[src/rtl/assert_macros.svh]
// Assertion macros shared by the calibrator RTL.
// Depends on nothing; files that check their own logic include this header.
`ifndef ASSERT_MACROS_SVH
`define ASSERT_MACROS_SVH

`ifndef SYNTHESIS

// Invariant that must hold at every clock edge outside reset.
`define ASSERT_PROP(name, clk, rst, prop) \
   name: assert property (@(posedge clk) disable iff (rst) (prop)) \
      else $error("invariant violated");

// Same-cycle implication.
`define ASSERT_IMPLY(name, clk, rst, ante, cons) \
   name: assert property (@(posedge clk) disable iff (rst) (ante) |-> (cons)) \
      else $error("implication violated");

// Next-cycle implication.
`define ASSERT_NEXT(name, clk, rst, ante, cons) \
   name: assert property (@(posedge clk) disable iff (rst) (ante) |=> (cons)) \
      else $error("next-cycle implication violated");

`else

`define ASSERT_PROP(name, clk, rst, prop)
`define ASSERT_IMPLY(name, clk, rst, ante, cons)
`define ASSERT_NEXT(name, clk, rst, ante, cons)

`endif

`endif

[src/rtl/wmc_pkg.sv]
// Shared constants, codes and types of the weighted mean calibrator.
// Depends on nothing; every other file of the block but assert_macros.svh imports it.
`timescale 1ns / 1ps

package wmc_pkg;

   // Field widths and fixed-point layout.
   localparam int LEN_W    = 24;
   localparam int CONF_W   = 17;
   localparam int COEFF_W  = 20;
   localparam int STATUS_W = 2;
   localparam int FRAC_W   = 16;
   localparam int VAR_W    = 32;
   localparam int PROD_W   = 48;
   localparam int ROOT_W   = 24;
   localparam int RAD_W    = 48;

   localparam logic [CONF_W-1:0]  CONF_ONE  = 17'd65536;
   localparam logic [COEFF_W-1:0] COEFF_MAX = 20'hFFFFF;

   // Default capacity of one run.
   localparam int WMC_MAX_SAMPLES = 1024;

   // Result status codes.
   localparam logic [STATUS_W-1:0] ST_OK       = 2'd0;
   localparam logic [STATUS_W-1:0] ST_REJECTED = 2'd1;
   localparam logic [STATUS_W-1:0] ST_EMPTY    = 2'd2;
   localparam logic [STATUS_W-1:0] ST_OVERFLOW = 2'd3;

   // Configuration port layout.
   localparam int CSR_ADDR_W = 3;
   localparam int CSR_DATA_W = 32;
   localparam logic REG_MAX_VARIATION = 1'b0;

   // Operating modes of the shared iteration unit.
   localparam logic MODE_DIV  = 1'b0;
   localparam logic MODE_SQRT = 1'b1;

   typedef struct packed {
      logic start;
      logic mode;
   } unit_cmd_type;

   typedef struct packed {
      logic busy;
      logic done;
   } unit_stat_type;

endpackage

[src/rtl/wmc_ifs.sv]
// Valid/ready channel interfaces for sample transactions and result transactions.
// Depends on wmc_pkg for the field widths.
`timescale 1ns / 1ps

interface wmc_req_if;
   import wmc_pkg::*;

   logic                valid;
   logic                ready;
   logic [LEN_W-1:0]    sample_length;
   logic [CONF_W-1:0]   sample_confidence;
   logic                sample_valid;
   logic                last;

   modport source (
      output valid, sample_length, sample_confidence, sample_valid, last,
      input  ready
   );
   modport sink (
      input  valid, sample_length, sample_confidence, sample_valid, last,
      output ready
   );
endinterface

interface wmc_rsp_if;
   import wmc_pkg::*;

   logic                valid;
   logic                ready;
   logic [LEN_W-1:0]    avg_length;
   logic [CONF_W-1:0]   mean_confidence;
   logic [COEFF_W-1:0]  variation_coeff;
   logic [STATUS_W-1:0] status;

   modport source (
      output valid, avg_length, mean_confidence, variation_coeff, status,
      input  ready
   );
   modport sink (
      input  valid, avg_length, mean_confidence, variation_coeff, status,
      output ready
   );
endinterface

[src/rtl/wmc_csr.sv]
// APB-style register file holding the variation limit.
// Depends on wmc_pkg for the address and data layout.
`timescale 1ns / 1ps

module wmc_csr (
   input  logic                           clock,
   input  logic                           reset,
   input  logic                           psel,
   input  logic                           penable,
   input  logic                           pwrite,
   input  logic [wmc_pkg::CSR_ADDR_W-1:0] paddr,
   input  logic [wmc_pkg::CSR_DATA_W-1:0] pwdata,
   output logic [wmc_pkg::CSR_DATA_W-1:0] prdata,
   output logic                           pready,
   output logic [wmc_pkg::COEFF_W-1:0]    max_variation
);
   import wmc_pkg::*;

   logic [COEFF_W-1:0] max_var_ff;
   logic [COEFF_W-1:0] max_var_in;
   logic               reg_index;
   logic               wr_en;

   // Registers sit on 32-bit word boundaries.
   assign reg_index = paddr[2];
   assign wr_en     = psel && penable && pwrite;
   assign pready    = 1'b1;

   // Write decode.
   always_comb begin
      max_var_in = max_var_ff;
      if (wr_en) begin
         unique case (reg_index)
            REG_MAX_VARIATION: max_var_in = pwdata[COEFF_W-1:0];
            default: max_var_in = max_var_ff;
         endcase
      end
   end

   // Read decode; unmapped words read as zero.
   always_comb begin
      unique case (reg_index)
         REG_MAX_VARIATION: prdata = CSR_DATA_W'(max_var_ff);
         default: prdata = '0;
      endcase
   end

   always_ff @(posedge clock) begin
      if (reset) begin
         max_var_ff <= '0;
      end else begin
         max_var_ff <= max_var_in;
      end
   end

   assign max_variation = max_var_ff;

endmodule

[src/rtl/wmc_iter_unit.sv]
// Shared compare-and-subtract engine running restoring division or integer
// square root one step per cycle. Depends on wmc_pkg and assert_macros.svh.
`timescale 1ns / 1ps

module wmc_iter_unit #(
   parameter int DVW = 59,
   parameter int DSW = 27
) (
   input  logic                   clock,
   input  logic                   reset,
   input  wmc_pkg::unit_cmd_type  cmd,
   input  logic [DVW-1:0]         operand,
   input  logic [DSW-1:0]         divisor,
   output wmc_pkg::unit_stat_type stat,
   output logic [DVW-1:0]         result
);
   import wmc_pkg::*;
   `include "assert_macros.svh"

   // The remainder must hold a divide trial or a square-root trial.
   localparam int CW    = (DSW + 1 > ROOT_W + 2) ? DSW + 1 : ROOT_W + 2;
   localparam int CNT_W = $clog2(DVW + 1);

   logic [DVW-1:0]   acc_ff, acc_in;
   logic [DVW-1:0]   res_ff, res_in;
   logic [CW-1:0]    rem_ff, rem_in;
   logic [DSW-1:0]   dsr_ff, dsr_in;
   logic             mode_ff, mode_in;
   logic [CNT_W-1:0] cnt_ff, cnt_in;
   logic             busy_ff, busy_in;
   logic             done_ff, done_in;

   logic [CW-1:0] trial;
   logic [CW-1:0] subtrahend;
   logic [CW:0]   diff;
   logic          ge;

   // Trial operands: one dividend bit per step for division, two radicand
   // bits per step for the root.
   always_comb begin
      if (mode_ff == MODE_SQRT) begin
         trial      = {rem_ff[CW-3:0], acc_ff[DVW-1:DVW-2]};
         subtrahend = {res_ff[CW-3:0], 2'b01};
      end else begin
         trial      = {rem_ff[CW-2:0], acc_ff[DVW-1]};
         subtrahend = CW'(dsr_ff);
      end
   end

   // The one shared subtractor; its borrow is the compare result.
   assign diff = {1'b0, trial} - {1'b0, subtrahend};
   assign ge   = ~diff[CW];

   // Sequencing of the steps.
   always_comb begin
      acc_in  = acc_ff;
      res_in  = res_ff;
      rem_in  = rem_ff;
      dsr_in  = dsr_ff;
      mode_in = mode_ff;
      cnt_in  = cnt_ff;
      busy_in = busy_ff;
      done_in = 1'b0;
      if (cmd.start) begin
         mode_in = cmd.mode;
         dsr_in  = divisor;
         rem_in  = '0;
         res_in  = '0;
         busy_in = 1'b1;
         if (cmd.mode == MODE_SQRT) begin
            acc_in = operand << (DVW - RAD_W);
            cnt_in = CNT_W'(ROOT_W);
         end else begin
            acc_in = operand;
            cnt_in = CNT_W'(DVW);
         end
      end else if (busy_ff) begin
         rem_in = ge ? diff[CW-1:0] : trial;
         res_in = {res_ff[DVW-2:0], ge};
         acc_in = (mode_ff == MODE_SQRT) ? (acc_ff << 2) : (acc_ff << 1);
         cnt_in = cnt_ff - CNT_W'(1);
         if (cnt_ff == CNT_W'(1)) begin
            busy_in = 1'b0;
            done_in = 1'b1;
         end
      end
   end

   always_ff @(posedge clock) begin
      if (reset) begin
         busy_ff <= 1'b0;
         done_ff <= 1'b0;
         cnt_ff  <= '0;
      end else begin
         busy_ff <= busy_in;
         done_ff <= done_in;
         cnt_ff  <= cnt_in;
      end
   end

   always_ff @(posedge clock) begin
      acc_ff  <= acc_in;
      res_ff  <= res_in;
      rem_ff  <= rem_in;
      dsr_ff  <= dsr_in;
      mode_ff <= mode_in;
   end

   assign stat.busy = busy_ff;
   assign stat.done = done_ff;
   assign result    = res_ff;

   // A start always opens a busy window.
   `ASSERT_NEXT(a_start_busy, clock, reset, cmd.start, busy_ff)
   // Completion and busy never overlap.
   `ASSERT_IMPLY(a_done_idle, clock, reset, done_ff, !busy_ff)
   // A busy unit still has steps left.
   `ASSERT_IMPLY(a_busy_cnt, clock, reset, busy_ff, cnt_ff != '0)

endmodule

[src/rtl/weighted_mean_cov_calibrator.sv]
// Weighted mean and coefficient of variation calibrator, top level.
// Depends on wmc_pkg, wmc_ifs, wmc_csr, wmc_iter_unit and assert_macros.svh.
//
// Flow: req_chan.ready is high only while the block waits for a sample. A
// sample that is invalid, or that finds the run already full, is not
// accumulated; a valid sample passes states S_SQ, S_T2, S_T1 and S_ACC, where
// the shared multiplier forms the square, the weighted square and the weighted
// length in turn. A sample flagged last then runs the closing sequence; unless
// the run overflowed or is empty, the shared iteration unit does three
// divisions and, for a nonzero mean, one coefficient division of DVW steps
// each and a square root of 24 steps, where DVW = 48 + clog2(MAX_SAMPLES + 1).
// The sequence ends with any wait for the output register to be free.
// A result waits in an output register, so the next run can start while the
// previous result has not yet been taken.
`timescale 1ns / 1ps

module weighted_mean_cov_calibrator #(
   parameter int MAX_SAMPLES = wmc_pkg::WMC_MAX_SAMPLES
) (
   input  logic                           clock,
   input  logic                           reset,
   wmc_req_if.sink                        req_chan,
   wmc_rsp_if.source                      rsp_chan,
   input  logic                           psel,
   input  logic                           penable,
   input  logic                           pwrite,
   input  logic [wmc_pkg::CSR_ADDR_W-1:0] paddr,
   input  logic [wmc_pkg::CSR_DATA_W-1:0] pwdata,
   output logic [wmc_pkg::CSR_DATA_W-1:0] prdata,
   output logic                           pready
);
   import wmc_pkg::*;
   `include "assert_macros.svh"

   // Accumulator widths follow from the run capacity.
   localparam int CNTW = $clog2(MAX_SAMPLES + 1);
   localparam int S1W  = 40 + CNTW;
   localparam int SQW  = 48 + CNTW;
   localparam int WSW  = 16 + CNTW;
   localparam int DVW  = SQW;
   localparam int DSW  = (WSW > LEN_W) ? WSW : LEN_W;
   localparam logic [CNTW-1:0] MAX_CNT = CNTW'(MAX_SAMPLES);

   // Sequencer states.
   localparam logic [3:0] S_IDLE   = 4'd0;
   localparam logic [3:0] S_SQ     = 4'd1;
   localparam logic [3:0] S_T2     = 4'd2;
   localparam logic [3:0] S_T1     = 4'd3;
   localparam logic [3:0] S_ACC    = 4'd4;
   localparam logic [3:0] S_CHECK  = 4'd5;
   localparam logic [3:0] S_MEAN_W = 4'd6;
   localparam logic [3:0] S_CONF_W = 4'd7;
   localparam logic [3:0] S_E2_W   = 4'd8;
   localparam logic [3:0] S_MSQ    = 4'd9;
   localparam logic [3:0] S_VAR    = 4'd10;
   localparam logic [3:0] S_SQRT_W = 4'd11;
   localparam logic [3:0] S_COEF_W = 4'd12;
   localparam logic [3:0] S_STATUS = 4'd13;
   localparam logic [3:0] S_OUT    = 4'd14;

   logic [3:0]          state_ff, state_in;
   logic [LEN_W-1:0]    len_ff, len_in;
   logic [CONF_W-1:0]   conf_ff, conf_in;
   logic                last_ff, last_in;
   logic [PROD_W-1:0]   prod_ff, prod_in;
   logic [S1W-1:0]      s1_ff, s1_in;
   logic [SQW-1:0]      s2_ff, s2_in;
   logic [WSW-1:0]      w_ff, w_in;
   logic [CNTW-1:0]     cnt_ff, cnt_in;
   logic                ovf_ff, ovf_in;
   logic [LEN_W-1:0]    mean_ff, mean_in;
   logic [CONF_W-1:0]   mconf_ff, mconf_in;
   logic [VAR_W-1:0]    e2_ff, e2_in;
   logic [COEFF_W-1:0]  coeff_ff, coeff_in;
   logic [STATUS_W-1:0] code_ff, code_in;

   logic                rsp_valid_ff, rsp_valid_in;
   logic [LEN_W-1:0]    rsp_mean_ff, rsp_mean_in;
   logic [CONF_W-1:0]   rsp_mconf_ff, rsp_mconf_in;
   logic [COEFF_W-1:0]  rsp_coeff_ff, rsp_coeff_in;
   logic [STATUS_W-1:0] rsp_status_ff, rsp_status_in;
   logic                rsp_load;

   logic [LEN_W-1:0]    mul_a;
   logic [VAR_W-1:0]    mul_b;
   logic [PROD_W-1:0]   mul_p;
   logic [VAR_W:0]      var_diff;
   logic [VAR_W-1:0]    var_c;
   logic [CONF_W-1:0]   conf_sat;
   logic [ROOT_W-1:0]   root;

   unit_cmd_type        unit_cmd;
   unit_stat_type       unit_stat;
   logic [DVW-1:0]      unit_operand;
   logic [DSW-1:0]      unit_divisor;
   logic [DVW-1:0]      unit_result;
   logic [COEFF_W-1:0]  max_variation;

   // Configuration registers.
   wmc_csr u_csr (
      .clock         (clock),
      .reset         (reset),
      .psel          (psel),
      .penable       (penable),
      .pwrite        (pwrite),
      .paddr         (paddr),
      .pwdata        (pwdata),
      .prdata        (prdata),
      .pready        (pready),
      .max_variation (max_variation)
   );

   // Shared divide and square-root engine.
   wmc_iter_unit #(
      .DVW (DVW),
      .DSW (DSW)
   ) u_iter (
      .clock   (clock),
      .reset   (reset),
      .cmd     (unit_cmd),
      .operand (unit_operand),
      .divisor (unit_divisor),
      .stat    (unit_stat),
      .result  (unit_result)
   );

   // Confidence above one counts as one.
   assign conf_sat = (req_chan.sample_confidence > CONF_ONE) ?
                     CONF_ONE : req_chan.sample_confidence;

   // Shared multiplier; every product it forms stays below 2^48.
   always_comb begin
      unique case (state_ff)
         S_SQ: begin
            mul_a = len_ff;
            mul_b = VAR_W'(len_ff);
         end
         S_T2: begin
            mul_a = LEN_W'(conf_ff);
            mul_b = prod_ff[PROD_W-1:FRAC_W];
         end
         S_T1: begin
            mul_a = len_ff;
            mul_b = VAR_W'(conf_ff);
         end
         S_MSQ: begin
            mul_a = mean_ff;
            mul_b = VAR_W'(mean_ff);
         end
         default: begin
            mul_a = '0;
            mul_b = '0;
         end
      endcase
   end
   assign mul_p = PROD_W'(mul_a) * PROD_W'(mul_b);

   // Variance as mean of squares less square of mean, clamped at zero.
   assign var_diff = {1'b0, e2_ff} - {1'b0, prod_ff[PROD_W-1:FRAC_W]};
   assign var_c    = var_diff[VAR_W] ? '0 : var_diff[VAR_W-1:0];
   assign root     = unit_result[ROOT_W-1:0];

   // Sequencer and datapath.
   always_comb begin
      state_in     = state_ff;
      len_in       = len_ff;
      conf_in      = conf_ff;
      last_in      = last_ff;
      prod_in      = prod_ff;
      s1_in        = s1_ff;
      s2_in        = s2_ff;
      w_in         = w_ff;
      cnt_in       = cnt_ff;
      ovf_in       = ovf_ff;
      mean_in      = mean_ff;
      mconf_in     = mconf_ff;
      e2_in        = e2_ff;
      coeff_in     = coeff_ff;
      code_in      = code_ff;
      unit_cmd     = '0;
      unit_operand = '0;
      unit_divisor = '0;
      rsp_load     = 1'b0;

      unique case (state_ff)
         S_IDLE: begin
            if (req_chan.valid) begin
               len_in  = req_chan.sample_length;
               conf_in = conf_sat;
               last_in = req_chan.last;
               if (req_chan.sample_valid && (cnt_ff < MAX_CNT)) begin
                  state_in = S_SQ;
               end else begin
                  // A valid sample that finds the run full marks overflow.
                  if (req_chan.sample_valid) begin
                     ovf_in = 1'b1;
                  end
                  state_in = req_chan.last ? S_CHECK : S_IDLE;
               end
            end
         end
         S_SQ: begin
            prod_in  = mul_p;
            state_in = S_T2;
         end
         S_T2: begin
            prod_in  = mul_p;
            state_in = S_T1;
         end
         S_T1: begin
            s2_in    = s2_ff + SQW'(prod_ff);
            prod_in  = mul_p;
            state_in = S_ACC;
         end
         S_ACC: begin
            s1_in    = s1_ff + S1W'(prod_ff);
            w_in     = w_ff + WSW'(conf_ff);
            cnt_in   = cnt_ff + CNTW'(1);
            state_in = last_ff ? S_CHECK : S_IDLE;
         end
         S_CHECK: begin
            mean_in  = '0;
            mconf_in = '0;
            coeff_in = '0;
            if (ovf_ff) begin
               code_in  = ST_OVERFLOW;
               state_in = S_OUT;
            end else if ((cnt_ff == '0) || (w_ff == '0)) begin
               code_in  = ST_EMPTY;
               state_in = S_OUT;
            end else begin
               // Weighted mean length.
               unit_cmd.start = 1'b1;
               unit_cmd.mode  = MODE_DIV;
               unit_operand   = DVW'(s1_ff);
               unit_divisor   = DSW'(w_ff);
               state_in       = S_MEAN_W;
            end
         end
         S_MEAN_W: begin
            if (unit_stat.done) begin
               mean_in = unit_result[LEN_W-1:0];
               // Mean confidence.
               unit_cmd.start = 1'b1;
               unit_cmd.mode  = MODE_DIV;
               unit_operand   = DVW'(w_ff);
               unit_divisor   = DSW'(cnt_ff);
               state_in       = S_CONF_W;
            end
         end
         S_CONF_W: begin
            if (unit_stat.done) begin
               mconf_in = unit_result[CONF_W-1:0];
               // Weighted mean of squares.
               unit_cmd.start = 1'b1;
               unit_cmd.mode  = MODE_DIV;
               unit_operand   = s2_ff;
               unit_divisor   = DSW'(w_ff);
               state_in       = S_E2_W;
            end
         end
         S_E2_W: begin
            if (unit_stat.done) begin
               e2_in    = unit_result[VAR_W-1:0];
               state_in = S_MSQ;
            end
         end
         S_MSQ: begin
            prod_in  = mul_p;
            state_in = S_VAR;
         end
         S_VAR: begin
            // Standard deviation in Q8.16 is the root of var scaled by 2^16.
            unit_cmd.start = 1'b1;
            unit_cmd.mode  = MODE_SQRT;
            unit_operand   = DVW'({var_c, {FRAC_W{1'b0}}});
            state_in       = S_SQRT_W;
         end
         S_SQRT_W: begin
            if (unit_stat.done) begin
               if (mean_ff == '0) begin
                  // Zero mean: no spread gives zero, any spread saturates.
                  coeff_in = (root != '0) ? COEFF_MAX : '0;
                  state_in = S_STATUS;
               end else begin
                  unit_cmd.start = 1'b1;
                  unit_cmd.mode  = MODE_DIV;
                  unit_operand   = DVW'({root, {FRAC_W{1'b0}}});
                  unit_divisor   = DSW'(mean_ff);
                  state_in       = S_COEF_W;
               end
            end
         end
         S_COEF_W: begin
            if (unit_stat.done) begin
               coeff_in = (|unit_result[DVW-1:COEFF_W]) ?
                          COEFF_MAX : unit_result[COEFF_W-1:0];
               state_in = S_STATUS;
            end
         end
         S_STATUS: begin
            code_in  = ((max_variation != '0) && (coeff_ff > max_variation)) ?
                       ST_REJECTED : ST_OK;
            state_in = S_OUT;
         end
         S_OUT: begin
            // Hand over once the output register is free, then clear the run.
            if (!rsp_valid_ff || rsp_chan.ready) begin
               rsp_load = 1'b1;
               s1_in    = '0;
               s2_in    = '0;
               w_in     = '0;
               cnt_in   = '0;
               ovf_in   = 1'b0;
               state_in = S_IDLE;
            end
         end
         default: begin
            state_in = S_IDLE;
         end
      endcase
   end

   // Output register.
   always_comb begin
      rsp_valid_in  = rsp_valid_ff && !rsp_chan.ready;
      rsp_mean_in   = rsp_mean_ff;
      rsp_mconf_in  = rsp_mconf_ff;
      rsp_coeff_in  = rsp_coeff_ff;
      rsp_status_in = rsp_status_ff;
      if (rsp_load) begin
         rsp_valid_in  = 1'b1;
         rsp_mean_in   = mean_ff;
         rsp_mconf_in  = mconf_ff;
         rsp_coeff_in  = coeff_ff;
         rsp_status_in = code_ff;
      end
   end

   always_ff @(posedge clock) begin
      if (reset) begin
         state_ff     <= S_IDLE;
         s1_ff        <= '0;
         s2_ff        <= '0;
         w_ff         <= '0;
         cnt_ff       <= '0;
         ovf_ff       <= 1'b0;
         rsp_valid_ff <= 1'b0;
      end else begin
         state_ff     <= state_in;
         s1_ff        <= s1_in;
         s2_ff        <= s2_in;
         w_ff         <= w_in;
         cnt_ff       <= cnt_in;
         ovf_ff       <= ovf_in;
         rsp_valid_ff <= rsp_valid_in;
      end
   end

   always_ff @(posedge clock) begin
      len_ff        <= len_in;
      conf_ff       <= conf_in;
      last_ff       <= last_in;
      prod_ff       <= prod_in;
      mean_ff       <= mean_in;
      mconf_ff      <= mconf_in;
      e2_ff         <= e2_in;
      coeff_ff      <= coeff_in;
      code_ff       <= code_in;
      rsp_mean_ff   <= rsp_mean_in;
      rsp_mconf_ff  <= rsp_mconf_in;
      rsp_coeff_ff  <= rsp_coeff_in;
      rsp_status_ff <= rsp_status_in;
   end

   assign req_chan.ready           = (state_ff == S_IDLE);
   assign rsp_chan.valid           = rsp_valid_ff;
   assign rsp_chan.avg_length      = rsp_mean_ff;
   assign rsp_chan.mean_confidence = rsp_mconf_ff;
   assign rsp_chan.variation_coeff = rsp_coeff_ff;
   assign rsp_chan.status          = rsp_status_ff;

   // The run never holds more samples than its capacity.
   `ASSERT_PROP(a_cnt_bound, clock, reset, cnt_ff <= MAX_CNT)
   // The shared unit is only started when it is free.
   `ASSERT_IMPLY(a_start_free, clock, reset, unit_cmd.start, !unit_stat.busy)
   // The coefficient division never sees a zero mean.
   `ASSERT_IMPLY(a_coef_divisor, clock, reset,
                 unit_cmd.start && (state_ff == S_SQRT_W), mean_ff != '0)
   // A run that overflowed always reports overflow.
   `ASSERT_IMPLY(a_ovf_status, clock, reset, rsp_load && ovf_ff,
                 rsp_status_in == ST_OVERFLOW)

endmodule

[src/flat_wrapper.sv]
// flat-port wrapper written by rule: the top's interface ports become plain ports
module weighted_mean_cov_calibrator_flat import wmc_pkg::*;
#(
   parameter int MAX_SAMPLES = wmc_pkg::WMC_MAX_SAMPLES
)
  (clock, reset, psel, penable, pwrite, paddr, pwdata, prdata, pready, req_chan_valid, req_chan_sample_length, req_chan_sample_confidence, req_chan_sample_valid, req_chan_last, req_chan_ready, rsp_chan_valid, rsp_chan_avg_length, rsp_chan_mean_confidence, rsp_chan_variation_coeff, rsp_chan_status, rsp_chan_ready);
  wmc_req_if req_chan_i ();
  wmc_rsp_if rsp_chan_i ();
  input  logic clock;
  input  logic reset;
  input  logic psel;
  input  logic penable;
  input  logic pwrite;
  input  logic [wmc_pkg::CSR_ADDR_W-1:0] paddr;
  input  logic [wmc_pkg::CSR_DATA_W-1:0] pwdata;
  output logic [wmc_pkg::CSR_DATA_W-1:0] prdata;
  output logic pready;
  input wire logic [$bits(req_chan_i.valid)-1:0] req_chan_valid;
  input wire logic [$bits(req_chan_i.sample_length)-1:0] req_chan_sample_length;
  input wire logic [$bits(req_chan_i.sample_confidence)-1:0] req_chan_sample_confidence;
  input wire logic [$bits(req_chan_i.sample_valid)-1:0] req_chan_sample_valid;
  input wire logic [$bits(req_chan_i.last)-1:0] req_chan_last;
  output wire logic [$bits(req_chan_i.ready)-1:0] req_chan_ready;
  output wire logic [$bits(rsp_chan_i.valid)-1:0] rsp_chan_valid;
  output wire logic [$bits(rsp_chan_i.avg_length)-1:0] rsp_chan_avg_length;
  output wire logic [$bits(rsp_chan_i.mean_confidence)-1:0] rsp_chan_mean_confidence;
  output wire logic [$bits(rsp_chan_i.variation_coeff)-1:0] rsp_chan_variation_coeff;
  output wire logic [$bits(rsp_chan_i.status)-1:0] rsp_chan_status;
  input wire logic [$bits(rsp_chan_i.ready)-1:0] rsp_chan_ready;
  assign req_chan_i.valid = req_chan_valid;
  assign req_chan_i.sample_length = req_chan_sample_length;
  assign req_chan_i.sample_confidence = req_chan_sample_confidence;
  assign req_chan_i.sample_valid = req_chan_sample_valid;
  assign req_chan_i.last = req_chan_last;
  assign req_chan_ready = req_chan_i.ready;
  assign rsp_chan_valid = rsp_chan_i.valid;
  assign rsp_chan_avg_length = rsp_chan_i.avg_length;
  assign rsp_chan_mean_confidence = rsp_chan_i.mean_confidence;
  assign rsp_chan_variation_coeff = rsp_chan_i.variation_coeff;
  assign rsp_chan_status = rsp_chan_i.status;
  assign rsp_chan_i.ready = rsp_chan_ready;
  weighted_mean_cov_calibrator #(.MAX_SAMPLES(MAX_SAMPLES)) u_core (.clock(clock), .reset(reset), .req_chan(req_chan_i), .rsp_chan(rsp_chan_i), .psel(psel), .penable(penable), .pwrite(pwrite), .paddr(paddr), .pwdata(pwdata), .prdata(prdata), .pready(pready));
endmodule
[config.mk]
export PLATFORM = sky130hd
export DESIGN_NAME = weighted_mean_cov_calibrator_flat
export DESIGN_NICKNAME = d
export VERILOG_FILES = /design/src/rtl/wmc_pkg.sv /design/src/rtl/wmc_ifs.sv /design/src/rtl/wmc_csr.sv /design/src/rtl/wmc_iter_unit.sv /design/src/rtl/weighted_mean_cov_calibrator.sv /design/src/flat_wrapper.sv
export VERILOG_INCLUDE_DIRS = /design/src /design/src/rtl
export SDC_FILE = /design/constraint.sdc
export NUM_CORES = 2
export LEC_CHECK = 0
export ABC_AREA = 1
export BUFFER_PORTS_ARGS = -buffer_cell sky130_fd_sc_hd__buf_4
export CORE_ASPECT_RATIO = 0.6
export CORE_UTILIZATION = 52
export CTS_CLUSTER_SIZE = 40
export DETAILED_ROUTE_END_ITERATION = 12
export PLACE_DENSITY_LB_ADDON = 0.25
export SKIP_LAST_GASP = 1
export SYNTH_ARGS = -nofsm -noshare
export SYNTH_HDL_FRONTEND = slang
export SYNTH_HIERARCHICAL = 1
export SYNTH_SLANG_ARGS = --single-unit
[constraint.sdc]
create_clock -name clock -period 8.9 [get_ports clock]
set_clock_uncertainty 0.2 [all_clocks]
set_input_delay 0.89 -clock clock [delete_from_list [all_inputs] [get_ports clock]]
set_output_delay 0.89 -clock clock [all_outputs]
set_load 0.005 [all_outputs]
## Yosys cells after proc, flatten, opt, wreduce, memory -nomap -nowiden

Index checks and enable logic that the tools add are counted.

- Bits in registers: 603
- Input bits: 85
- Output and inout port bits: 98
- Logic and storage cells: 190

- $add $sub $neg: 7
- Multiply operators: 1
- Magnitude comparators: 3
- Equal/unequal tests: 26
- Muxes and demuxes: 82
- Bitwise operators: 3
- Reductions and logical operators: 39

Operators with widths:

| cell | number |
|---|---|
| $mux W59 | 8 |
| $pmux W59 S5 | 1 |
| $mux W27 | 7 |
| $pmux W32 S4 | 1 |
| $mux W20 | 6 |
| $pmux W59 S2 | 1 |
| $pmux W27 S4 | 1 |
| $mux W51 | 2 |
| $pmux W51 S2 | 1 |
| $pmux W24 S3 | 1 |
| $pmux W20 S3 | 1 |
| $pmux W4 S15 | 1 |
| $add A59 B48 Y59 | 1 |
| $mux W28 | 2 |
| $pmux W27 S2 | 1 |
| $add A51 B48 Y51 | 1 |
| $mul A24 B32 Y48 | 1 |
| $mux W24 | 2 |
| $pmux W24 S2 | 1 |
| $mux W4 | 10 |
| $mux W40 | 1 |
| $reduce_or A39 Y1 | 1 |
| $pmux W17 S2 | 1 |
| $sub A32 B32 Y33 | 1 |
| other kinds (45) | 107 |

## Logic depth before layout (Yosys ltp)

- Depth after elaboration: 7
- Depth in mapped cells: 37
- Mapped depth without buffers: 35

## Modules after synthesis

Netlist, hierarchy kept.

Modules (own cells, without submodules):

| module | times used | cells each | area each (sq um) | sequential area each (sq um) |
|---|---|---|---|---|
| weighted_mean_cov_calibrator | 1 | 7,573 | 53,431.2 | 10,530.1 |
| wmc_iter_unit | 1 | 1,368 | 10,088.4 | 4,494.3 |
| wmc_csr | 1 | 193 | 1,138.6 | 400.4 |

## Least setup slack after synthesis

Ideal clock, no wire load.

- Path type: flip-flop to flip-flop
- From: register u_core.state_ff[3]
- To: register u_core.prod_ff[30] (data pin)
- Setup time: 252 ps
- Arrival: 6,584 ps
- Required time: 8,448 ps
- Path slack: 1,864 ps
- Stages on the path, launching flop included: 33
- Path buffers: 3
- Period minus slack after synthesis: 7,036 ps
- Cells stage by stage: dfxtp_1 -> clkbuf_2 -> inv_1 -> nand2_1 -> nor2_4 -> inv_2 -> buf_6 -> o22ai_4 -> nand2_2 -> o21ai_4 -> buf_4 -> nand2_1 -> fa_1 -> inv_1 -> fa_1 -> inv_1 -> fa_1 -> fa_1 -> inv_1 -> fa_1 -> fa_1 -> inv_1 -> fa_1 -> inv_1 -> ha_1 -> a21oi_1 -> nand2_1 -> a21oi_1 -> o21ai_0 -> a21oi_1 -> o21ai_0 -> nand2_1 -> nand2_1

- Longest elaborated chain between the ends: 4
- Elaborated cells between the ends (all ways): 8
- Those cells by class: 1 x mul; 4 x eq/ne; 2 x mux; 1 x reduce/logical

Ends and longest elaborated chain:

| element | line | RTL |
|---|---|---|
| from (decl) | weighted_mean_cov_calibrator.sv:61 | `logic [3:0] state_ff, state_in;` |
| from (signal assigned) | weighted_mean_cov_calibrator.sv:350 | `state_ff <= state_in;` |
| $eq A4 B1 Y1 / $eq A4 B2 Y1 (equally long branches) | weighted_mean_cov_calibrator.sv:133 | `unique case (state_ff)` |
| $reduce_or A2 Y1 (no line) | - |  |
| $pmux W24 S3 | weighted_mean_cov_calibrator.sv:133 |  |
| $mul A24 B32 Y48 * | weighted_mean_cov_calibrator.sv:156 | `assign mul_p = PROD_W'(mul_a) * PROD_W'(mul_b);` |
| net u_core.mul_p[30] | weighted_mean_cov_calibrator.sv:86 | `logic [PROD_W-1:0] mul_p;` |
| to (signal assigned) | weighted_mean_cov_calibrator.sv:364 | `prod_ff <= prod_in;` |
| to (decl) | weighted_mean_cov_calibrator.sv:65 | `logic [PROD_W-1:0] prod_ff, prod_in;` |

The timed path passes the listed nets; every way through them passes the cells marked *.
A chain may end at the register's enable or synchronous reset.

## Final worst setup path

- From: register u_core.state_ff[3]
- To: register u_core.prod_ff[42] (data pin)

The elaborated chain is that of the path after synthesis.

==> results.json <==
{
  "clockBufferDepth": 3,
  "htree_levels": 2,
  "setup_viol": 0,
  "hold_depth": 1,
  "core_region_area_um2": 122400,
  "cpMostUsedCell": "fa_1",
  "drive_above_1_share_pct": 5.916,
  "cp_slowest_cell": "fa_1",
  "initial_utilization_pct": 52.83,
  "num_io_pins": 183,
  "grt_max_degree": 117,
  "place_area_um2": 68130,
  "holdWs_ns": 0.1757,
  "critPathMaxStageDelay_ns": 0.57,
  "ff2ff_setup_slack_ns": 0.24,
  "hold_path.class": "primary input to flip-flop",
  "cts_made_buffers": 56,
  "max_freq_mhz": 115.5,
  "power_density_nw_per_um2": 270.3,
  "period_minus_slack_ns": 8.657,
  "critPathArrivalTime_ns": 8.89,
  "start_kind": "flip-flop",
  "die_h_um": 275.1,
  "routed_wl_mm": 273.6,
  "cp_max_fo": 14,
  "fp.dieArea_um2": 125800,
  "cts_tree": "done",
  "fin_area_um2": 70100,
  "grt_pass1_wl_mm": 392.4,
  "cp-end-kind": "flip-flop",
  "status": "finished clean",
  "cp.required_ns": 9.13,
  "cts_num_sinks": 603,
  "ir_drop_uv": 201.0,
  "synthCells": 9133,
  "clk_pin_slew_worst_paths_ns": 0.07,
  "grt_antenna_before_repair": 24,
  "cts-root-buf": "clkbuf_16",
  "maxCapViolCount": 0,
  "ff2ff_path_depth": 27,
  "synth_area_um2": 64650,
  "rows": 99,
  "rsz0062_at_grt": "false",
  "yosysWarnings": 6,
  "crit_buf_inv": 6,
  "final_hold_viol_count": 0,
  "p_total_mw": 18.94,
  "fin_nets": 10340,
  "finalCritPeriodShare_pct": 97.27,
  "drc": 0,
  "critPathKind": "flip-flop to flip-flop",
  "place.gp.congestion": 1.152,
  "drtIter0Drc": 9583,
  "worst_pin_slew_ns": 1.271,
  "clk_latency_ns": 0.70,
  "path_depth": 27,
  "postSynthAreaPerCell_um2": 7.079,
  "power.leakage_nw": 35.88,
  "fp.dieW_um": 457.2,
  "relSlewSlack_pct": 15.18,
  "vias_per_cell": 5.780,
  "syn_to_final_growth_pct": 8.423,
  "first_global_vias": 58170,
  "ant_nets": 0,
  "grt.overflow.total": 0,
  "hpwlAfterDp_mm": 225.1,
  "postLayoutCoreUtil_pct": 57.28,
  "post_drt_wl_per_cell_um": 24.96,
  "path_delay_family": "adder cells",
  "finalMaxSlewViolations": 0,
  "vias": 63370,
  "setup_tns_ns": 0,
  "track_usage_pct": 43.03,
  "portBuffers": 155,
  "hold_buffers": 0,
  "drt_pass1_iterations": 8
}
[layer usage]
metal / wire (µm) / vias to the layer above / part of all wire, % / track usage [%]
met5: 503 / - / 0.18 / 0.7326
met4: 8001 / 24 / 2.9 / 11.24
met3: 50750 / 441 / 19 / 20.86
met2: 94410 / 4426 / 35 / 52.09
met1: 120000 / 30230 / 44 / 65.44
li1: - / 28240 / - / -
[final cells by class]
type	count	area [µm²]
inverters	2045	7701
clock buffers	70	1495
well taps	1616	2022
multi-input cells	6227	40340
repair buffers	350	2698
fillers	11840	52290
clock inverters	36	366.6
diodes	17	42.54
flip-flops and latches	603	15430
[metrics by stage]
step                std cells  setup slack (ns)
floorplan                9163             1.864
global placement        10840            0.4899
detailed placement      10840            0.4478
CTS                     10940            0.4109
global route            10950           0.03584
finish                  10960            0.2426
[cells in the final DEF (no fill, tap or decap), types with 7 or more instances in the layout]
master	count
nand3b_1	43
edfxtp_1	335
clkbuf_1	11
buf_4	343
xnor2_1	19
ha_1	336
a21boi_0	11
nor4_1	28
nor3_1	45
xor2_1	53
nand2_2	9
nand3_1	413
nand2_1	2563
dfxtp_1	267
nand4_1	92
diode_2	17
a32o_1	9
a221oi_4	8
o31ai_1	10
and2_1	7
o211ai_1	27
clkbuf_16	57
conb_1	34
o21ai_0	335
a21oi_1	388
inv_1	2009
nor2_2	15
o21bai_1	31
a31oi_1	8
or2_2	8
fa_1	637
clkinv_2	19
o22ai_1	117
nor2_1	911
inv_2	23
[where the power goes]
group          total (mW)  internal, mW  switching (mW)
clock network        2.61          1.36            1.25
registers            4.54          3.62           0.920
logic                11.8          3.55            8.25
[worst reg2reg max path, cell delays in order, from the launching register on]
cell and delay, ns:
dfxtp_1 0.40, nor2_2 0.29, nand2_1 0.28, inv_2 0.34
nand2_1 0.09, o21ai_0 0.08, nor2_1 0.12, inv_1 0.53
buf_4 0.29, nand2_1 0.09, fa_1 0.56, inv_1 0.05
fa_1 0.48, fa_1 0.57, fa_1 0.45, fa_1 0.49
fa_1 0.51, inv_1 0.07, fa_1 0.48, inv_1 0.05
ha_1 0.33, nand2_1 0.09, nand2_1 0.11, a31oi_1 0.45
o21ai_0 0.25, a21oi_1 0.28, nand3_1 0.26, xor2_1 0.21
[state kept, by name, indices dropped and copies added, names as in the netlist, 20 cells and up]
register	flops
u_core/coeff_ff	20
u_core/u_iter/rem_ff	27
u_core/rsp_chan.avg_length	24
u_core/u_iter/result	59
u_core/s1_ff	51
u_core/e2_ff	32
u_core/len_ff	24
u_core/w_ff	27
u_core/s2_ff	59
u_core/prod_ff	48
u_core/rsp_chan.variation_coeff	20
u_core/u_iter/dsr_ff	27
u_core/u_csr/max_variation	20
u_core/mean_ff	24
u_core/u_iter/acc_ff	59
[repair_timing]
action / 4_1_cts / 5_1_grt
setup buffers: 0 / 4
setup endpoints to repair: 0 / 10
hold endpoints to repair: 0 / 0
gates resized for setup: 0 / 11
[worst paths after layout]
check,end,startpoint
worst min-delay path,u_core/len_ff[5],req_chan_sample_length[5]
worst max-delay path,u_core/prod_ff[42],u_core/state_ff[3]
worst min register to register,u_core/rsp_chan.mean_confidence[0],u_core/mconf_ff[0]
worst max register to register,u_core/prod_ff[42],u_core/state_ff[3]
(Power assumes the default switching activity.)
